<file path="src/rtl/qet_pkg.sv">
// types, codes and character helpers shared by the tokenizer modules
package qet_pkg;

   localparam int MaxResults = 3;

   typedef enum logic [2:0] {
      KIND_DATA          = 3'd0,
      KIND_TOKEN_END     = 3'd1,
      KIND_DONE_TOKENS   = 3'd2,
      KIND_DONE_EMPTY    = 3'd3,
      KIND_ERR_QUOTE     = 3'd4,
      KIND_ERR_BACKSLASH = 3'd5
   } out_kind_type;

   typedef enum logic [2:0] {
      ESC_NONE      = 3'd0,
      ESC_BACKSLASH = 3'd1,
      ESC_HEX_START = 3'd2,
      ESC_HEX       = 3'd3,
      ESC_CTRL      = 3'd4,
      ESC_OCT1      = 3'd5,
      ESC_OCT2      = 3'd6
   } esc_mode_type;

   typedef enum logic [1:0] {
      QUOTE_NONE   = 2'd0,
      QUOTE_SINGLE = 2'd1,
      QUOTE_DOUBLE = 2'd2
   } quote_mode_type;

   typedef enum logic {
      IN_BYTE = 1'b0,
      IN_END  = 1'b1
   } in_kind_type;

   localparam logic [7:0] ChBackslash = 8'h5c;
   localparam logic [7:0] ChSingleQ   = 8'h27;
   localparam logic [7:0] ChDoubleQ   = 8'h22;
   localparam logic [7:0] ChX         = 8'h78;
   localparam logic [7:0] ChC         = 8'h63;
   localparam logic [7:0] CtrlMask    = 8'h1f;

   typedef struct packed {
      out_kind_type kind;
      logic [7:0]   data;
   } result_type;

   typedef struct packed {
      logic [1:0]                      cnt;
      result_type [MaxResults-1:0]     ent;
   } job_type;

   function automatic logic is_space(input logic [7:0] c);
      return c inside {8'h20, 8'h09, 8'h0d, 8'h0a};
   endfunction

   function automatic logic is_oct(input logic [7:0] c);
      return c inside {[8'h30:8'h37]};
   endfunction

   // {valid, value}
   function automatic logic [4:0] hex_digit(input logic [7:0] c);
      logic [7:0] v;
      v = 8'd0;
      if (c inside {[8'h30:8'h39]}) begin
         v = c - 8'h30;
         return {1'b1, v[3:0]};
      end else if (c inside {[8'h61:8'h66]}) begin
         v = c - 8'h57;
         return {1'b1, v[3:0]};
      end else if (c inside {[8'h41:8'h46]}) begin
         v = c - 8'h37;
         return {1'b1, v[3:0]};
      end
      return 5'd0;
   endfunction

   function automatic logic [7:0] named_escape(input logic [7:0] c);
      case (c)
         8'h61: return 8'h07;
         8'h62: return 8'h08;
         8'h45: return 8'h1b;
         8'h66: return 8'h0c;
         8'h6e: return 8'h0a;
         8'h72: return 8'h0d;
         8'h74: return 8'h09;
         8'h76: return 8'h0b;
         default: return c;
      endcase
   endfunction

endpackage

</file>
<file path="src/rtl/qet_front.sv">
// front end: takes input transactions, runs the tokenizer state and builds result jobs
module qet_front (
   input  logic             clock,
   input  logic             reset,
   input  logic             req_tvalid,
   output logic             req_tready,
   input  logic [7:0]       req_tdata,   // ch
   input  logic             req_tuser,   // kind
   input  logic             q_full,
   output logic             push,
   output qet_pkg::job_type push_job
);
   import qet_pkg::*;

   logic           in_tok_ff, in_tok_in;
   logic           saw_ff, saw_in;
   quote_mode_type quote_ff, quote_in;
   esc_mode_type   esc_ff, esc_in;
   logic [7:0]     acc_ff, acc_in;
   job_type        job;
   logic           accept;

   assign req_tready = !q_full;
   assign accept     = req_tvalid && req_tready;
   assign push       = accept && (job.cnt != 2'd0);
   assign push_job   = job;

   always_comb begin
      logic [4:0] h;
      logic [7:0] v;
      logic [7:0] q;
      logic       do_plain;
      logic [7:0] c;
      c         = req_tdata;
      h         = hex_digit(c);
      v         = {acc_ff[4:0], c[2:0]};
      q         = 8'd0;
      do_plain  = 1'b0;
      in_tok_in = in_tok_ff;
      saw_in    = saw_ff;
      quote_in  = quote_ff;
      esc_in    = esc_ff;
      acc_in    = acc_ff;
      job       = '0;
      if (req_tuser == IN_END) begin
         if (esc_ff == ESC_BACKSLASH) begin
            job.ent[job.cnt] = '{KIND_ERR_BACKSLASH, 8'd0};
            job.cnt = job.cnt + 2'd1;
         end else begin
            if (esc_ff == ESC_HEX_START) begin
               job.ent[job.cnt] = '{KIND_DATA, ChX};
               job.cnt = job.cnt + 2'd1;
            end else if (esc_ff == ESC_CTRL) begin
               job.ent[job.cnt] = '{KIND_DATA, ChC};
               job.cnt = job.cnt + 2'd1;
            end else if (esc_ff inside {ESC_HEX, ESC_OCT1, ESC_OCT2}) begin
               job.ent[job.cnt] = '{KIND_DATA, acc_ff};
               job.cnt = job.cnt + 2'd1;
            end
            if (quote_ff != QUOTE_NONE) begin
               job.ent[job.cnt] = '{KIND_ERR_QUOTE, 8'd0};
               job.cnt = job.cnt + 2'd1;
            end else begin
               if (in_tok_ff) begin
                  job.ent[job.cnt] = '{KIND_TOKEN_END, 8'd0};
                  job.cnt = job.cnt + 2'd1;
               end
               job.ent[job.cnt] = '{saw_ff ? KIND_DONE_TOKENS : KIND_DONE_EMPTY, 8'd0};
               job.cnt = job.cnt + 2'd1;
            end
         end
         in_tok_in = 1'b0;
         saw_in    = 1'b0;
         quote_in  = QUOTE_NONE;
         esc_in    = ESC_NONE;
         acc_in    = 8'd0;
      end else begin
         case (esc_ff)
            ESC_BACKSLASH: begin
               esc_in = ESC_NONE;
               if (c == ChX) begin
                  esc_in = ESC_HEX_START;
               end else if (c == ChC) begin
                  esc_in = ESC_CTRL;
               end else if (is_oct(c)) begin
                  acc_in = {5'd0, c[2:0]};
                  esc_in = ESC_OCT1;
               end else begin
                  job.ent[job.cnt] = '{KIND_DATA, named_escape(c)};
                  job.cnt = job.cnt + 2'd1;
               end
            end
            ESC_HEX_START, ESC_HEX: begin
               if (h[4]) begin
                  acc_in = (esc_ff == ESC_HEX_START) ? {4'd0, h[3:0]} : {acc_ff[3:0], h[3:0]};
                  esc_in = ESC_HEX;
               end else begin
                  job.ent[job.cnt] = '{KIND_DATA, (esc_ff == ESC_HEX_START) ? ChX : acc_ff};
                  job.cnt  = job.cnt + 2'd1;
                  esc_in   = ESC_NONE;
                  do_plain = 1'b1;
               end
            end
            ESC_CTRL: begin
               job.ent[job.cnt] = '{KIND_DATA, c & CtrlMask};
               job.cnt = job.cnt + 2'd1;
               esc_in  = ESC_NONE;
            end
            ESC_OCT1, ESC_OCT2: begin
               if (is_oct(c)) begin
                  if (esc_ff == ESC_OCT1) begin
                     acc_in = v;
                     esc_in = ESC_OCT2;
                  end else begin
                     job.ent[job.cnt] = '{KIND_DATA, v};
                     job.cnt = job.cnt + 2'd1;
                     esc_in  = ESC_NONE;
                  end
               end else begin
                  job.ent[job.cnt] = '{KIND_DATA, acc_ff};
                  job.cnt  = job.cnt + 2'd1;
                  esc_in   = ESC_NONE;
                  do_plain = 1'b1;
               end
            end
            default: begin
               esc_in   = ESC_NONE;
               do_plain = 1'b1;
            end
         endcase
         // unquoted whitespace between tokens is skipped
         if (do_plain && !(!in_tok_ff && quote_ff == QUOTE_NONE && is_space(c))) begin
            in_tok_in = 1'b1;
            if (!in_tok_ff) begin
               saw_in = 1'b1;
            end
            if (c == ChBackslash) begin
               esc_in = ESC_BACKSLASH;
            end else if (quote_ff != QUOTE_NONE) begin
               q = (quote_ff == QUOTE_SINGLE) ? ChSingleQ : ChDoubleQ;
               if (c == q) begin
                  quote_in = QUOTE_NONE;
               end else begin
                  job.ent[job.cnt] = '{KIND_DATA, c};
                  job.cnt = job.cnt + 2'd1;
               end
            end else if (c == ChDoubleQ) begin
               quote_in = QUOTE_DOUBLE;
            end else if (c == ChSingleQ) begin
               quote_in = QUOTE_SINGLE;
            end else if (is_space(c)) begin
               job.ent[job.cnt] = '{KIND_TOKEN_END, 8'd0};
               job.cnt   = job.cnt + 2'd1;
               in_tok_in = 1'b0;
            end else begin
               job.ent[job.cnt] = '{KIND_DATA, c};
               job.cnt = job.cnt + 2'd1;
            end
         end
      end
   end

   always_ff @(posedge clock) begin
      if (reset) begin
         in_tok_ff <= 1'b0;
         saw_ff    <= 1'b0;
         quote_ff  <= QUOTE_NONE;
         esc_ff    <= ESC_NONE;
         acc_ff    <= 8'd0;
      end else if (accept) begin
         in_tok_ff <= in_tok_in;
         saw_ff    <= saw_in;
         quote_ff  <= quote_in;
         esc_ff    <= esc_in;
         acc_ff    <= acc_in;
      end
   end

   a_end_clears: assert property (@(posedge clock) disable iff (reset)
      accept && req_tuser == IN_END |=> esc_ff == ESC_NONE && quote_ff == QUOTE_NONE
         && !in_tok_ff && !saw_ff)
      else $error("state not cleared after end of string");

   a_token_marks_saw: assert property (@(posedge clock) disable iff (reset)
      in_tok_ff |-> saw_ff)
      else $error("open token without saw flag");

   a_no_push_when_full: assert property (@(posedge clock) disable iff (reset)
      q_full |-> !push)
      else $error("job pushed into full queue");

endmodule

</file>
<file path="src/rtl/qet_queue.sv">
// short job queue between the front and back ends
module qet_queue #(
   parameter int Depth = 4
) (
   input  logic             clock,
   input  logic             reset,
   input  logic             push,
   input  qet_pkg::job_type push_job,
   input  logic             pop,
   output qet_pkg::job_type head_job,
   output logic             full,
   output logic             empty
);
   import qet_pkg::*;

   localparam int PtrW = (Depth > 1) ? $clog2(Depth) : 1;
   localparam int CntW = $clog2(Depth + 1);

   job_type             mem_ff [Depth];
   logic [PtrW-1:0]     wr_ff, wr_in;
   logic [PtrW-1:0]     rd_ff, rd_in;
   logic [CntW-1:0]     cnt_ff, cnt_in;

   assign full     = (cnt_ff == CntW'(Depth));
   assign empty    = (cnt_ff == '0);
   assign head_job = mem_ff[rd_ff];

   always_comb begin
      wr_in  = wr_ff;
      rd_in  = rd_ff;
      cnt_in = cnt_ff;
      if (push) begin
         wr_in = (wr_ff == PtrW'(Depth - 1)) ? '0 : wr_ff + PtrW'(1);
      end
      if (pop) begin
         rd_in = (rd_ff == PtrW'(Depth - 1)) ? '0 : rd_ff + PtrW'(1);
      end
      if (push && !pop) begin
         cnt_in = cnt_ff + CntW'(1);
      end else if (pop && !push) begin
         cnt_in = cnt_ff - CntW'(1);
      end
   end

   always_ff @(posedge clock) begin
      if (reset) begin
         wr_ff  <= '0;
         rd_ff  <= '0;
         cnt_ff <= '0;
      end else begin
         wr_ff  <= wr_in;
         rd_ff  <= rd_in;
         cnt_ff <= cnt_in;
      end
   end

   always_ff @(posedge clock) begin
      if (push) begin
         mem_ff[wr_ff] <= push_job;
      end
   end

   a_count_bound: assert property (@(posedge clock) disable iff (reset)
      cnt_ff <= CntW'(Depth))
      else $error("queue count overflow");

   a_no_pop_empty: assert property (@(posedge clock) disable iff (reset)
      empty |-> !pop)
      else $error("pop from empty queue");

   a_push_nonempty_job: assert property (@(posedge clock) disable iff (reset)
      push |-> push_job.cnt != 2'd0)
      else $error("job with no results queued");

endmodule

</file>
<file path="src/rtl/qet_back.sv">
// back end: sends the results of the head job one transaction at a time
module qet_back (
   input  logic             clock,
   input  logic             reset,
   input  qet_pkg::job_type head_job,
   input  logic             empty,
   output logic             pop,
   output logic             rsp_tvalid,
   input  logic             rsp_tready,
   output logic [7:0]       rsp_tdata,   // out_byte
   output logic [2:0]       rsp_tuser,   // out_kind
   output logic             rsp_tlast
);
   import qet_pkg::*;

   logic [1:0] idx_ff, idx_in;
   logic       last;
   result_type cur;

   assign cur        = head_job.ent[idx_ff];
   assign last       = (idx_ff == head_job.cnt - 2'd1);
   assign rsp_tvalid = !empty;
   assign rsp_tdata  = cur.data;
   assign rsp_tuser  = cur.kind;
   assign rsp_tlast  = last;
   assign pop        = rsp_tvalid && rsp_tready && last;

   always_comb begin
      idx_in = idx_ff;
      if (rsp_tvalid && rsp_tready) begin
         idx_in = last ? 2'd0 : idx_ff + 2'd1;
      end
   end

   always_ff @(posedge clock) begin
      if (reset) begin
         idx_ff <= 2'd0;
      end else begin
         idx_ff <= idx_in;
      end
   end

   a_idx_in_job: assert property (@(posedge clock) disable iff (reset)
      !empty |-> idx_ff < head_job.cnt)
      else $error("result index beyond job");

   a_idx_idle: assert property (@(posedge clock) disable iff (reset)
      empty |-> idx_ff == 2'd0)
      else $error("result index not cleared while idle");

   a_pop_resets_idx: assert property (@(posedge clock) disable iff (reset)
      pop |=> idx_ff == 2'd0)
      else $error("index not cleared after last result");

endmodule

</file>
<file path="src/rtl/quoted_escaped_tokenizer.sv">
// shell style tokenizer with c escapes: one string byte per transaction in, token bytes out
// a byte's results are registered in the job queue and sent once earlier jobs are out
// throughput: one input per cycle unless the queue is full; up to 3 results sent per input
// the job queue holds QueueDepth inputs' worth of results, so input stalls only when it fills
// reset (synchronous, active high) clears tokenizer state, queue pointers and result index
module quoted_escaped_tokenizer #(
   parameter int QueueDepth = 4
) (
   input  logic       clock,
   input  logic       reset,
   input  logic       req_tvalid,
   output logic       req_tready,
   input  logic [7:0] req_tdata,   // ch
   input  logic       req_tuser,   // kind
   output logic       rsp_tvalid,
   input  logic       rsp_tready,
   output logic [7:0] rsp_tdata,   // out_byte
   output logic [2:0] rsp_tuser,   // out_kind
   output logic       rsp_tlast    // last
);
   import qet_pkg::*;

   logic    push, pop, full, empty;
   job_type push_job, head_job;

   qet_front u_front (
      .clock      (clock),
      .reset      (reset),
      .req_tvalid (req_tvalid),
      .req_tready (req_tready),
      .req_tdata  (req_tdata),
      .req_tuser  (req_tuser),
      .q_full     (full),
      .push       (push),
      .push_job   (push_job)
   );

   qet_queue #(.Depth(QueueDepth)) u_queue (
      .clock    (clock),
      .reset    (reset),
      .push     (push),
      .push_job (push_job),
      .pop      (pop),
      .head_job (head_job),
      .full     (full),
      .empty    (empty)
   );

   qet_back u_back (
      .clock      (clock),
      .reset      (reset),
      .head_job   (head_job),
      .empty      (empty),
      .pop        (pop),
      .rsp_tvalid (rsp_tvalid),
      .rsp_tready (rsp_tready),
      .rsp_tdata  (rsp_tdata),
      .rsp_tuser  (rsp_tuser),
      .rsp_tlast  (rsp_tlast)
   );

endmodule
</file>
<file path="config.mk">
export PLATFORM = sky130hd
export DESIGN_NAME = quoted_escaped_tokenizer
export DESIGN_NICKNAME = d
export VERILOG_FILES = /design/src/rtl/qet_pkg.sv /design/src/rtl/qet_front.sv /design/src/rtl/qet_queue.sv /design/src/rtl/qet_back.sv /design/src/rtl/quoted_escaped_tokenizer.sv
export SDC_FILE = /design/constraint.sdc
export NUM_CORES = 1
export LEC_CHECK = 0
export BUFFER_PORTS_ARGS = -buffer_cell sky130_fd_sc_hd__buf_2
export CORE_ASPECT_RATIO = 0.8
export CORE_MARGIN = 2
export CORE_UTILIZATION = 67
export CTS_CLUSTER_SIZE = 16
export DETAILED_ROUTE_END_ITERATION = 6
export GPL_TIMING_DRIVEN = 0
export PLACE_DENSITY = 0.91
export SLEW_MARGIN = 20
export SYNTH_ARGS = -nofsm -noshare
export SYNTH_HDL_FRONTEND = slang
export SYNTH_SLANG_ARGS = --single-unit
</file>
<file path="constraint.sdc">
create_clock -name clock -period 7.3 [get_ports clock]
set_input_delay 0.365 -clock clock [delete_from_list [all_inputs] [get_ports clock]]
set_output_delay 0.365 -clock clock [all_outputs]
set_load 0.01 [all_outputs]
</file>
==> results of run 1 <==
[flip-flops by register name, indices dropped and copies added, names as in the netlist, named ones only]
register,cells
u_back.idx_ff,2
u_front.acc_ff,8
u_front.esc_ff,3
u_front.in_tok_ff,1
u_front.quote_ff,2
u_front.saw_ff,1
u_queue.cnt_ff,3
u_queue.mem_ff,104
u_queue.rd_ff,2
u_queue.wr_ff,2
[power by group through the flow]
stage	combinational, mW	sequential (mW)	clock [mW]
6_report	0.522	0.942	0.838
3_5_place_dp	0.502	0.951	0
5_1_grt	0.559	0.947	0.866
2_1_floorplan	0.351	0.935	0
4_1_cts	0.518	0.940	0.837
3_3_place_gp	0.477	0.940	0
[cells by family after synthesis]
family,Yosys count
AO/OA/AOI/OAI,130
XOR/XNOR,6
adder cells (fa/ha/maj),16
buffers and inverters,57
flip-flops,130
multiplexers,45
AND/OR/NAND/NOR,194
[cell usage after synthesis (all sizes together) (6+ instances only)]
cell,count
nor3,16
or3,8
nor2,48
o22ai,6
nand2b,11
edfxtp,104
a21oi,32
nand2,35
a32oi,10
mux2i,18
clkbuf,23
o21ai,22
buf,15
inv,19
nor2b,13
ha,15
and2,18
nor4,6
nand3,11
dfxtp,26
a22oi,6
mux4,26
[per-layer routing]
metal | wire length (um) | global-route usage (%) | up-vias
li1 | - | - | 2325
met1 | 7210 | 46.1 | 2604
met2 | 9170 | 60.1 | 422
met3 | 2290 | 11.2 | 88
met4 | 773 | 14.5 | 0
met5 | 0 | 0 | -
[critical path: stages]
cell and delay (ns):
buf_2 0.10, clkbuf_1 0.39, inv_1 0.27, ha_1 0.34
and3b_1 0.22, o311ai_2 0.49, nand2_2 0.26, and3_1 0.27
inv_2 0.20, ha_1 0.18, a22oi_1 0.11, o41ai_2 0.61
o2bb2ai_4 0.26, ha_1 0.25, inv_1 0.06, fa_1 0.37
xor2_1 0.18, or3_1 0.31, a21oi_1 0.15
[metrics by stage]
stage          cells  setup WS, ns
2_1_floorplan    578          3.19
3_3_place_gp     742          2.02
3_5_place_dp     742          2.04
4_1_cts          774          2.44
5_1_grt          774          2.13
6_report         774          2.25
[how the worst max path moves through the flow]
stage            startpoint                     to  slack, ns
3_5_place_dp   req_tdata[0]      u_queue.cnt_ff[2]       2.04
5_1_grt        req_tdata[0]      u_queue.cnt_ff[2]       2.13
4_1_cts        req_tdata[0]      u_queue.cnt_ff[2]       2.44
3_3_place_gp   req_tdata[0]  u_queue.mem_ff[1][30]       2.02
2_1_floorplan  req_tdata[0]      u_queue.cnt_ff[2]       3.19
6_report       req_tdata[0]      u_queue.cnt_ff[2]       2.25
[layout make-up]
cell class	count	area, um^2	share of cell area (%)
multi-input combinational	391	3060	39.1
tap	140	175	2.24
inverter	19	71.3	0.912
clock inverter	14	156	2.00
sequential	130	3640	46.6
buffer	38	166	2.13
timing repair buffer	24	120	1.54
clock buffer	18	429	5.49
[cells in the final DEF, fill, tap and decap left out, types with 5 or more instances in the layout]
cell / count
a32oi_1: 10
buf_1: 6
nand2_1: 34
and2_1: 14
nand3_1: 11
a221oi_1: 5
dfxtp_1: 26
buf_2: 31
clkbuf_16: 17
nand2b_1: 11
o22ai_1: 6
edfxtp_1: 104
o21ai_0: 20
and3_1: 5
nor4_1: 6
inv_1: 18
nor3_1: 16
mux2i_1: 18
a21oi_1: 31
nor2_1: 48
mux4_2: 26
ha_1: 15
o31ai_1: 5
or3_1: 7
clkinvlp_4: 6
nor2b_1: 13
clkbuf_1: 24
a22oi_1: 6
==> flow_metrics.py, run 1 <==
metrics = {
    "outcome": {
        "status": "complete, no violations",
    },
    "clock_network": {
        "cts_root_buf": "clkbuf_16",
        "clkTransAtPathRegs_ns": 0.06,
        "ctsLongestPathBuffers": 2,
        "cts_tree": "built",
        "post_cts_buffers": 0,
        "worst_skew_pair.late_latency_ns": 0.41,
        "clock-sinks": 130,
        "numCtsBuffers": 17,
        "cts_hold_buf": 0,
        "cts_resized": 0,
        "cts_max_level": 4,
    },
    "logic_synthesis": {
        "ys_warn_count": 0,
        "syn_area_mm2": 0.00694,
        "synth_edf_count": 104,
        "synth_top_cell_area_share_pct": 45.0,
        "ys.flop_type": "edfxtp_1",
        "synth-compound-area-share_pct": 14.1,
        "synth-simple-area-share_pct": 14.9,
        "synth_top_family_by_area": "simple AND/OR/NAND/NOR gates",
        "synth_xor_area_share_pct": 0.758,
        "synth_top_cell_by_area": "edfxtp_1",
        "ys_ff_latch": 130,
        "synthMuxAreaShare_pct": 11.3,
        "synthCells": 578,
        "async_flop_share_pct": 0,
        "syn-num-nets": 607,
        "avgSynthCellArea_um2": 12.0,
        "synthTopCellsByArea": "edfxtp_1 (45%), mux4_2 (8.4%), dfxtp_1 (7.5%)",
        "synth_cell_types": 72,
        "synthAdderAreaFrac_pct": 2.99,
        "ys_seq_area_share_pct": 52.5,
    },
    "timing": {
        "fmax_ghz": 0.198,
        "fin_skew_ns": 0.00562,
        "fin_crit_sh_pct": 69.2,
        "final.setup.tns_ns": 0,
        "setup_viol": 0,
        "relSlewSlack_pct": 33.3,
        "fin_crit_ns": 5.05,
        "rsz0062_at_grt": "no",
        "slew_violations": 0,
        "final_hold_viol_count": 0,
        "holdWs_ns": 0.386,
        "tightest_slew_ns": 1.00,
    },
    "setup_path": {
        "crit_path_end_kind": "flop",
        "reg2reg_to": "u_queue.cnt_ff[2]",
        "ff2ff_path_depth": 15,
        "worstPathRequired_ns": 7.64,
        "cp_data_arrival_time_ns": 5.39,
        "ff2ff_setup_slack_ns": 2.97,
        "criticalPathCategory": "input pin to flop",
        "worst_setup_path_start_kind": "input pin",
        "path_max_fanout": 9,
        "r2r-start": "u_front.esc_ff[1]",
    },
    "placed_design": {
        "place.gp.congestion": 1.05,
        "portBuffers": 24,
        "dpl-instance-area_mm2": 0.00724,
        "place_hpwl_um": 13000,
    },
    "drt": {
        "first_iter_violations": 808,
        "first_pass_iters": 7,
        "post_drt_wl_per_cell_um": 25.1,
        "viasPerCell": 7.03,
        "wl_um": 19400,
        "post-route-drc-count": 0,
        "antenna_left": 0,
        "vias": 5439,
    },
    "global_route": {
        "grt_max_degree": 27,
        "grt_usage_pct": 36.5,
        "grt-ovfl-total": 0,
        "grt_pass1_vias": 5254,
        "grt_pass1_wl_um": 30000,
        "antenna_found_initial": 0,
    },
    "floorplan": {
        "boundaryPins": 27,
        "fp.dieH_um": 95.0,
        "start_util_pct": 68.3,
        "core_area_mm2": 0.0102,
        "die_width_um": 118,
        "fp-row-count": 33,
        "die_area_mm2": 0.0112,
    },
    "worst_hold_path": {
        "worstHoldEndpoint": "u_back.idx_ff[0]",
        "hp-class": "input pin to flop",
        "hold_depth": 4,
        "hold_start": "rsp_tready",
    },
    "pwr": {
        "ir_drop_v": 0.000157,
        "power.switching_mw": 0.681,
        "p_clk_share_pct": 36.4,
        "swShare_pct": 29.6,
        "p_per_area_mw_per_mm2": 294,
        "p_int_mw": 1.62,
        "p_total_mw": 2.30,
        "power_frac_seq_pct": 40.9,
        "p_comb_share_pct": 22.7,
        "p_leak_nw": 2.65,
    },
    "final_layout": {
        "stdcell_area_mm2": 0.00782,
        "layout.nets": 650,
        "area_delta_synth_final_pct": 12.8,
        "final_core_util_pct": 77.0,
        "drive_gt1_share_pct": 18.0,
        "nFillCells": 639,
        "antenna_cells": 0,
    },
    "job": {
        "cap_viol_max_count": 0,
    },
}
Note: power is estimated with default switching activity, not from simulation.
==> run 2: changes to the inputs <==
- CORE_UTILIZATION: 67 -> 62
- PLACE_DENSITY: 0.91 -> 0.86
- clock period: 7.3 -> 4.88 ns (I/O delays scaled with it)
==> run 2 against run 1 <==
Against the previous run: the flow now finishes with violations (design-rule violations); critical path depth fell by 1; sequential cell count did not move; first-iteration DRC count decreased by 15%; die area grew 7.7%; non-clock buffer count fell by 1; clock power grew 46%; routed wire length fell by 5.9%; final area unchanged; largest power group unchanged.
==> flow_metrics.py, run 2 (synthesized netlist as in run 1, its figures left out) <==
metrics = {
    "global_route": {
        "grt_pass1_wl_um": 28800,
        "grt_usage_pct": 32.6,
        "grt_pass1_vias": 5168,
        "grt-ovfl-total": 0,
        "antenna_found_initial": 0,
        "grt_max_degree": 27,
    },
    "final_layout": {
        "top_regs": "u_queue.mem_ff: 104 flops, u_front.acc_ff: 8 flops",
        "largest_register_ffs": 104,
        "regMostFlops": "u_queue.mem_ff",
        "area_delta_synth_final_pct": 12.8,
        "final_common_cell": "edfxtp_1",
        "antenna_cells": 0,
        "drive_gt1_share_pct": 18.0,
        "final_cell_mix": "edfxtp_1 (104), nor2_1 (48), nand2_1 (34), buf_2 (31), a21oi_1 (31)",
        "nFillCells": 749,
        "fin_cells": 777,
        "layout.nets": 649,
    },
    "drt": {
        "first_iter_violations": 683,
        "post_drt_wl_per_cell_um": 23.5,
        "post-route-drc-count": 14,
        "wl_um": 18300,
        "viasPerCell": 6.84,
        "vias": 5316,
        "antenna_left": 0,
        "first_pass_iters": 7,
    },
    "floorplan": {
        "core_area_mm2": 0.0109,
        "fp.dieH_um": 98.6,
        "fp-row-count": 34,
        "die_area_mm2": 0.0121,
        "boundaryPins": 27,
        "die_width_um": 122,
        "start_util_pct": 63.7,
    },
    "clock_network": {
        "clock-sinks": 130,
        "post_cts_buffers": 0,
        "worst_skew_pair.late_latency_ns": 0.42,
        "cts_tree": "built",
        "numCtsBuffers": 17,
        "cts_root_buf": "clkbuf_16",
        "ctsLongestPathBuffers": 2,
        "cts_hold_buf": 0,
        "cts_max_level": 4,
        "clkTransAtPathRegs_ns": 0.07,
    },
    "pwr": {
        "p_int_mw": 2.38,
        "p_comb_share_pct": 22.5,
        "ir_drop_v": 0.000295,
        "swShare_pct": 29.6,
        "power_frac_seq_pct": 41.5,
        "p_leak_nw": 2.65,
        "p_total_mw": 3.38,
        "p_per_area_mw_per_mm2": 433,
        "p_clk_share_pct": 36.1,
        "power.switching_mw": 1.00,
    },
    "setup_path": {
        "critPathSlowestCell": "o41ai_4",
        "reg2reg_to": "u_queue.cnt_ff[2]",
        "crit_path_frequent_cell": "ha_1",
        "cp_data_arrival_time_ns": 4.73,
        "worst_setup_path_start_kind": "input pin",
        "crit_cells": 18,
        "path_max_fanout": 11,
        "worstPathRequired_ns": 5.21,
        "crit_path_end_kind": "flop",
        "path_buf_inv": 4,
        "ff2ff_path_depth": 15,
        "max_stage_delay_ns": 0.45,
        "criticalPathCategory": "input pin to flop",
        "cpLargestDelayFamily": "compound AO/OA/AOI/OAI gates",
        "crit_chain": "buf_2, inv_1, ha_1, and3b_1, o311ai_2, nand2_2, and3_1, inv_2, ha_1, a22oi_1, o41ai_4, o2bb2ai_4, ha_1, inv_1, fa_1, xor2_1, or3_1, a21oi_1",
        "r2r-start": "u_front.esc_ff[2]",
        "ff2ff_setup_slack_ns": 0.72,
    },
    "timing": {
        "fin_crit_ns": 4.40,
        "fin_crit_sh_pct": 90.2,
        "setup_viol": 0,
        "holdWs_ns": 0.220,
        "slew_violations": 0,
        "fmax_ghz": 0.227,
        "final_hold_viol_count": 0,
        "tightest_slew_ns": 0.984,
        "relSlewSlack_pct": 34.4,
        "rsz0062_at_grt": "no",
        "fin_skew_ns": 0.0161,
    },
    "placed_design": {
        "dp_cells": 746,
        "place.gp.congestion": 0.980,
        "portBuffers": 24,
        "place_hpwl_um": 12500,
    },
    "worst_hold_path": {
        "hp-class": "input pin to flop",
        "hold_depth": 4,
        "worstHoldEndpoint": "u_back.idx_ff[0]",
        "hold_start": "rsp_tready",
    },
    "outcome": {
        "violations": "design-rule violations",
        "status": "complete, but fails checks",
    },
    "job": {
        "cap_viol_max_count": 0,
    },
}
## run 2: timing repair
item                                    4_1_cts  5_1_grt
pin swaps                                     0        0
endpoints found under the setup margin        1        1
hold endpoints to repair                      0        0
gates resized for setup                       1        0
## run 2: per-layer routing
| layer | routed length, um | track usage, % | vias up |
|---|---|---|---|
| met5 | 0 | 0 | - |
| met3 | 1850 | 8.56 | 79 |
| met2 | 8600 | 51.3 | 375 |
| met1 | 6960 | 42.5 | 2544 |
| li1 | - | - | 2318 |
| met4 | 871 | 15.6 | 0 |
## run 2: final cells by class
type | instances | area [um^2] | share of cell area (%)
Sequential cell | 130 | 3640 | 46.6
Clock buffer | 18 | 429 | 5.49
Multi-Input combinational cell | 391 | 3070 | 39.3
Inverter | 19 | 71.3 | 0.912
Timing Repair Buffer | 24 | 120 | 1.54
Buffer | 37 | 163 | 2.08
Tap cell | 144 | 180 | 2.30
Clock inverter | 14 | 144 | 1.84
## run 2: worst max path at each step
stage / endpoint / slack, ns / start
floorplan: u_queue.cnt_ff[2] / 0.89 / req_tdata[0]
global route: u_queue.cnt_ff[2] / 0.23 / req_tdata[0]
finish: u_queue.cnt_ff[2] / 0.48 / req_tdata[0]
CTS: u_queue.cnt_ff[2] / 0.14 / req_tdata[0]
detailed placement: u_queue.cnt_ff[2] / -0.40 / req_tdata[0]
global placement: u_queue.mem_ff[1][30] / -0.33 / req_tdata[0]
## run 2: metrics by stage
step                utilization (%)  area, um^2  setup WS (ns)  TNS [ns]
floorplan                         -        6940          0.891         0
global placement               66.5        7240         -0.328    -32.14
detailed placement             66.5        7240         -0.396     -2.17
CTS                            71.9        7830          0.138         0
global route                   71.8        7820          0.234         0
finish                         71.8        7820          0.480         0
## run 2: worst min-delay path, stage by stage
cell and delay, ns:
buf_2 0.11, nand2_1 0.10, mux2i_1 0.08, nor2_1 0.08
## run 2: power groups by stage
stage | clock network [mW] | logic, mW | registers, mW
floorplan | 0 | 0.525 | 1.40
global placement | 0 | 0.714 | 1.41
detailed placement | 0 | 0.739 | 1.42
CTS | 1.23 | 0.760 | 1.40
global route | 1.29 | 0.826 | 1.41
finish | 1.22 | 0.760 | 1.40
==> run 3: changes to the inputs <==
==> constraint.sdc (replaced) <==
create_clock -name clock -period 4.88 [get_ports clock]
set_input_delay 0.976 -clock clock [delete_from_list [all_inputs] [get_ports clock]]
set_output_delay 0.976 -clock clock [all_outputs]
set_load 0.01 [all_outputs]
==> run 3 against run 2 <==
Against the previous run: the flow still finishes with violations (design-rule violations); core utilization grew 0.68 points; critical path depth grew 1; final area grew 0.94%; hold slack gained 0.29 ns; clock power is essentially flat; clock skew is essentially flat; via count shrank 0.45%; non-clock buffer count grew 6; worst setup slack lost 0.30 ns; sequential power is essentially flat; die area is the same; routed wire length grew 1.0%; largest cell class unchanged; largest power group unchanged.
==> flow_metrics.py, run 3 (synthesized netlist as in run 1, its figures left out) <==
metrics = {
    "global_route": {
        "grt_max_degree": 27,
        "grt-ovfl-total": 0,
        "antenna_found_initial": 0,
        "grt_pass1_vias": 5172,
        "grt_pass1_wl_um": 28800,
        "grt_usage_pct": 32.7,
    },
    "drt": {
        "post-route-drc-count": 21,
        "post_drt_wl_per_cell_um": 23.6,
        "first_pass_iters": 7,
        "wl_um": 18500,
        "vias": 5292,
        "antenna_left": 0,
        "first_iter_violations": 737,
        "viasPerCell": 6.76,
    },
    "final_layout": {
        "drive_gt1_share_pct": 19.6,
        "nFillCells": 737,
        "multiInputGateArea_mm2": 0.00310,
        "regMostFlops": "u_queue.mem_ff",
        "final_common_cell": "edfxtp_1",
        "top_regs": "u_queue.mem_ff: 104 flops, u_front.acc_ff: 8 flops",
        "antenna_cells": 0,
        "area_delta_synth_final_pct": 13.8,
        "layout.nets": 655,
        "final_cell_mix": "edfxtp_1 (104), nor2_1 (47), nand2_1 (34), buf_2 (31), a21oi_1 (31)",
        "regArea_mm2": 0.00364,
        "stdcell_area_mm2": 0.00790,
        "largest_register_ffs": 104,
        "fin_cells": 783,
    },
    "setup_path": {
        "path_max_fanout": 9,
        "critPathSlowestCell": "o311ai_4",
        "criticalPathCategory": "input pin to flop",
        "worstPathRequired_ns": 5.21,
        "path_buf_inv": 5,
        "cp_data_arrival_time_ns": 5.03,
        "worst_setup_path_start_kind": "input pin",
        "crit_path_end_kind": "flop",
        "crit_chain": "buf_2, clkbuf_4, inv_4, ha_1, and3b_1, o311ai_4, nand2_4, and3_2, inv_4, ha_1, a22oi_1, o41ai_4, o2bb2ai_4, ha_2, inv_1, fa_1, xor2_1, or3_1, a21oi_1",
        "max_stage_delay_ns": 0.38,
        "cpLargestDelayFamily": "compound AO/OA/AOI/OAI gates",
    },
    "clock_network": {
        "cts_max_level": 4,
        "cts_tree": "built",
        "clkTransAtPathRegs_ns": 0.07,
        "cts_root_buf": "clkbuf_16",
        "clock-sinks": 130,
        "numCtsBuffers": 17,
        "worst_skew_pair.late_latency_ns": 0.42,
        "ctsLongestPathBuffers": 2,
    },
    "placed_design": {
        "dp_cells": 746,
        "dp_slack_ns": -1.13,
        "portBuffers": 24,
        "place_hpwl_um": 12500,
        "dpl-instance-area_mm2": 0.00724,
        "place.gp.congestion": 0.980,
    },
    "timing": {
        "fin_skew_ns": 0.0163,
        "finalWorstSetupSlack_ns": 0.178,
        "fin_crit_ns": 4.70,
        "slew_violations": 0,
        "rsz0062_at_grt": "no",
        "tightest_slew_ns": 0.949,
        "relSlewSlack_pct": 36.7,
        "setup_viol": 0,
        "fin_crit_sh_pct": 96.3,
        "final_hold_viol_count": 0,
        "fmax_ghz": 0.213,
    },
    "job": {
        "cap_viol_max_count": 0,
    },
    "pwr": {
        "p_per_area_mw_per_mm2": 431,
        "p_leak_nw": 2.68,
        "ir_drop_v": 0.000299,
    },
    "floorplan": {
        "fp.dieH_um": 98.6,
        "boundaryPins": 27,
        "die_area_mm2": 0.0121,
        "die_width_um": 122,
        "start_util_pct": 63.7,
        "fp-row-count": 34,
        "core_area_mm2": 0.0109,
    },
    "outcome": {
        "violations": "design-rule violations",
        "status": "complete, but fails checks",
    },
    "worst_hold_path": {
        "hp-class": "flop to flop",
    },
}
-- run 3: worst reg2reg max path, stage by stage (launching register included) --
cell and delay, ns:
dfxtp_1 0.44, clkbuf_1 0.40, nand3_1 0.17, o21ai_1 0.46, ha_1 0.41, a21oi_1 0.29
o32ai_4 0.18, o2bb2ai_4 0.28, ha_2 0.25, inv_1 0.05, fa_1 0.37, xor2_1 0.18
or3_1 0.31, a21oi_1 0.16
-- run 3: layout make-up --
class,count,area share [%]
timing repair buffer,29,2.00
clock buffer,18,5.43
inverter,19,0.967
multi-input combinational,391,39.2
clock inverter,14,1.82
buffer,38,2.15
tap,144,2.28
sequential,130,46.1
-- run 3: where the power goes --
| part | switching (mW) | total [mW] | internal [mW] |
|---|---|---|---|
| Sequential | 0.0557 | 1.40 | 1.35 |
| Clock | 0.508 | 1.22 | 0.716 |
| Combinational | 0.447 | 0.772 | 0.325 |
-- run 3: worst paths after layout --
| path | from | to | slack, ns | depth (start not counted) |
|---|---|---|---|---|
| worst max-delay path | req_tdata[0] | u_queue.cnt_ff[2] | 0.18 | 19 |
| worst min-delay path | u_queue.rd_ff[0] | flop | 0.51 | 2 |
| worst max register to register | u_front.esc_ff[2] | u_queue.cnt_ff[2] | 0.85 | 13 |
| worst min register to register | u_queue.rd_ff[0] | flop | 0.51 | 2 |
-- run 3: metal layers --
metal | vias up | track usage, % | routed length [um]
met4 | 0 | 15.6 | 950
met5 | - | 0 | 0
met1 | 2535 | 42.4 | 6990
met2 | 340 | 51.4 | 8620
li1 | 2331 | - | -
met3 | 86 | 8.80 | 1910
-- run 3: timing repair --
item	in CTS	in global routing
resized for setup	7	5
endpoints found under the setup margin	107	2
hold buffers	0	0
buffers inserted	1	4
pin swaps	1	2
-- run 3: through the flow --
| stage | TNS, ns | hold slack (ns) | power (mW) | utilization [%] |
|---|---|---|---|---|
| 5_1_grt | 0 | 0.534 | 3.53 | 72.5 |
| 6_report | 0 | 0.512 | 3.40 | 72.5 |
| 2_1_floorplan | 0 | 0.463 | 1.92 | - |
| 3_3_place_gp | -109.76 | 0.472 | 2.12 | 66.5 |
| 3_5_place_dp | -80.25 | 0.509 | 2.16 | 66.5 |
| 4_1_cts | 0 | 0.510 | 3.39 | 72.1 |
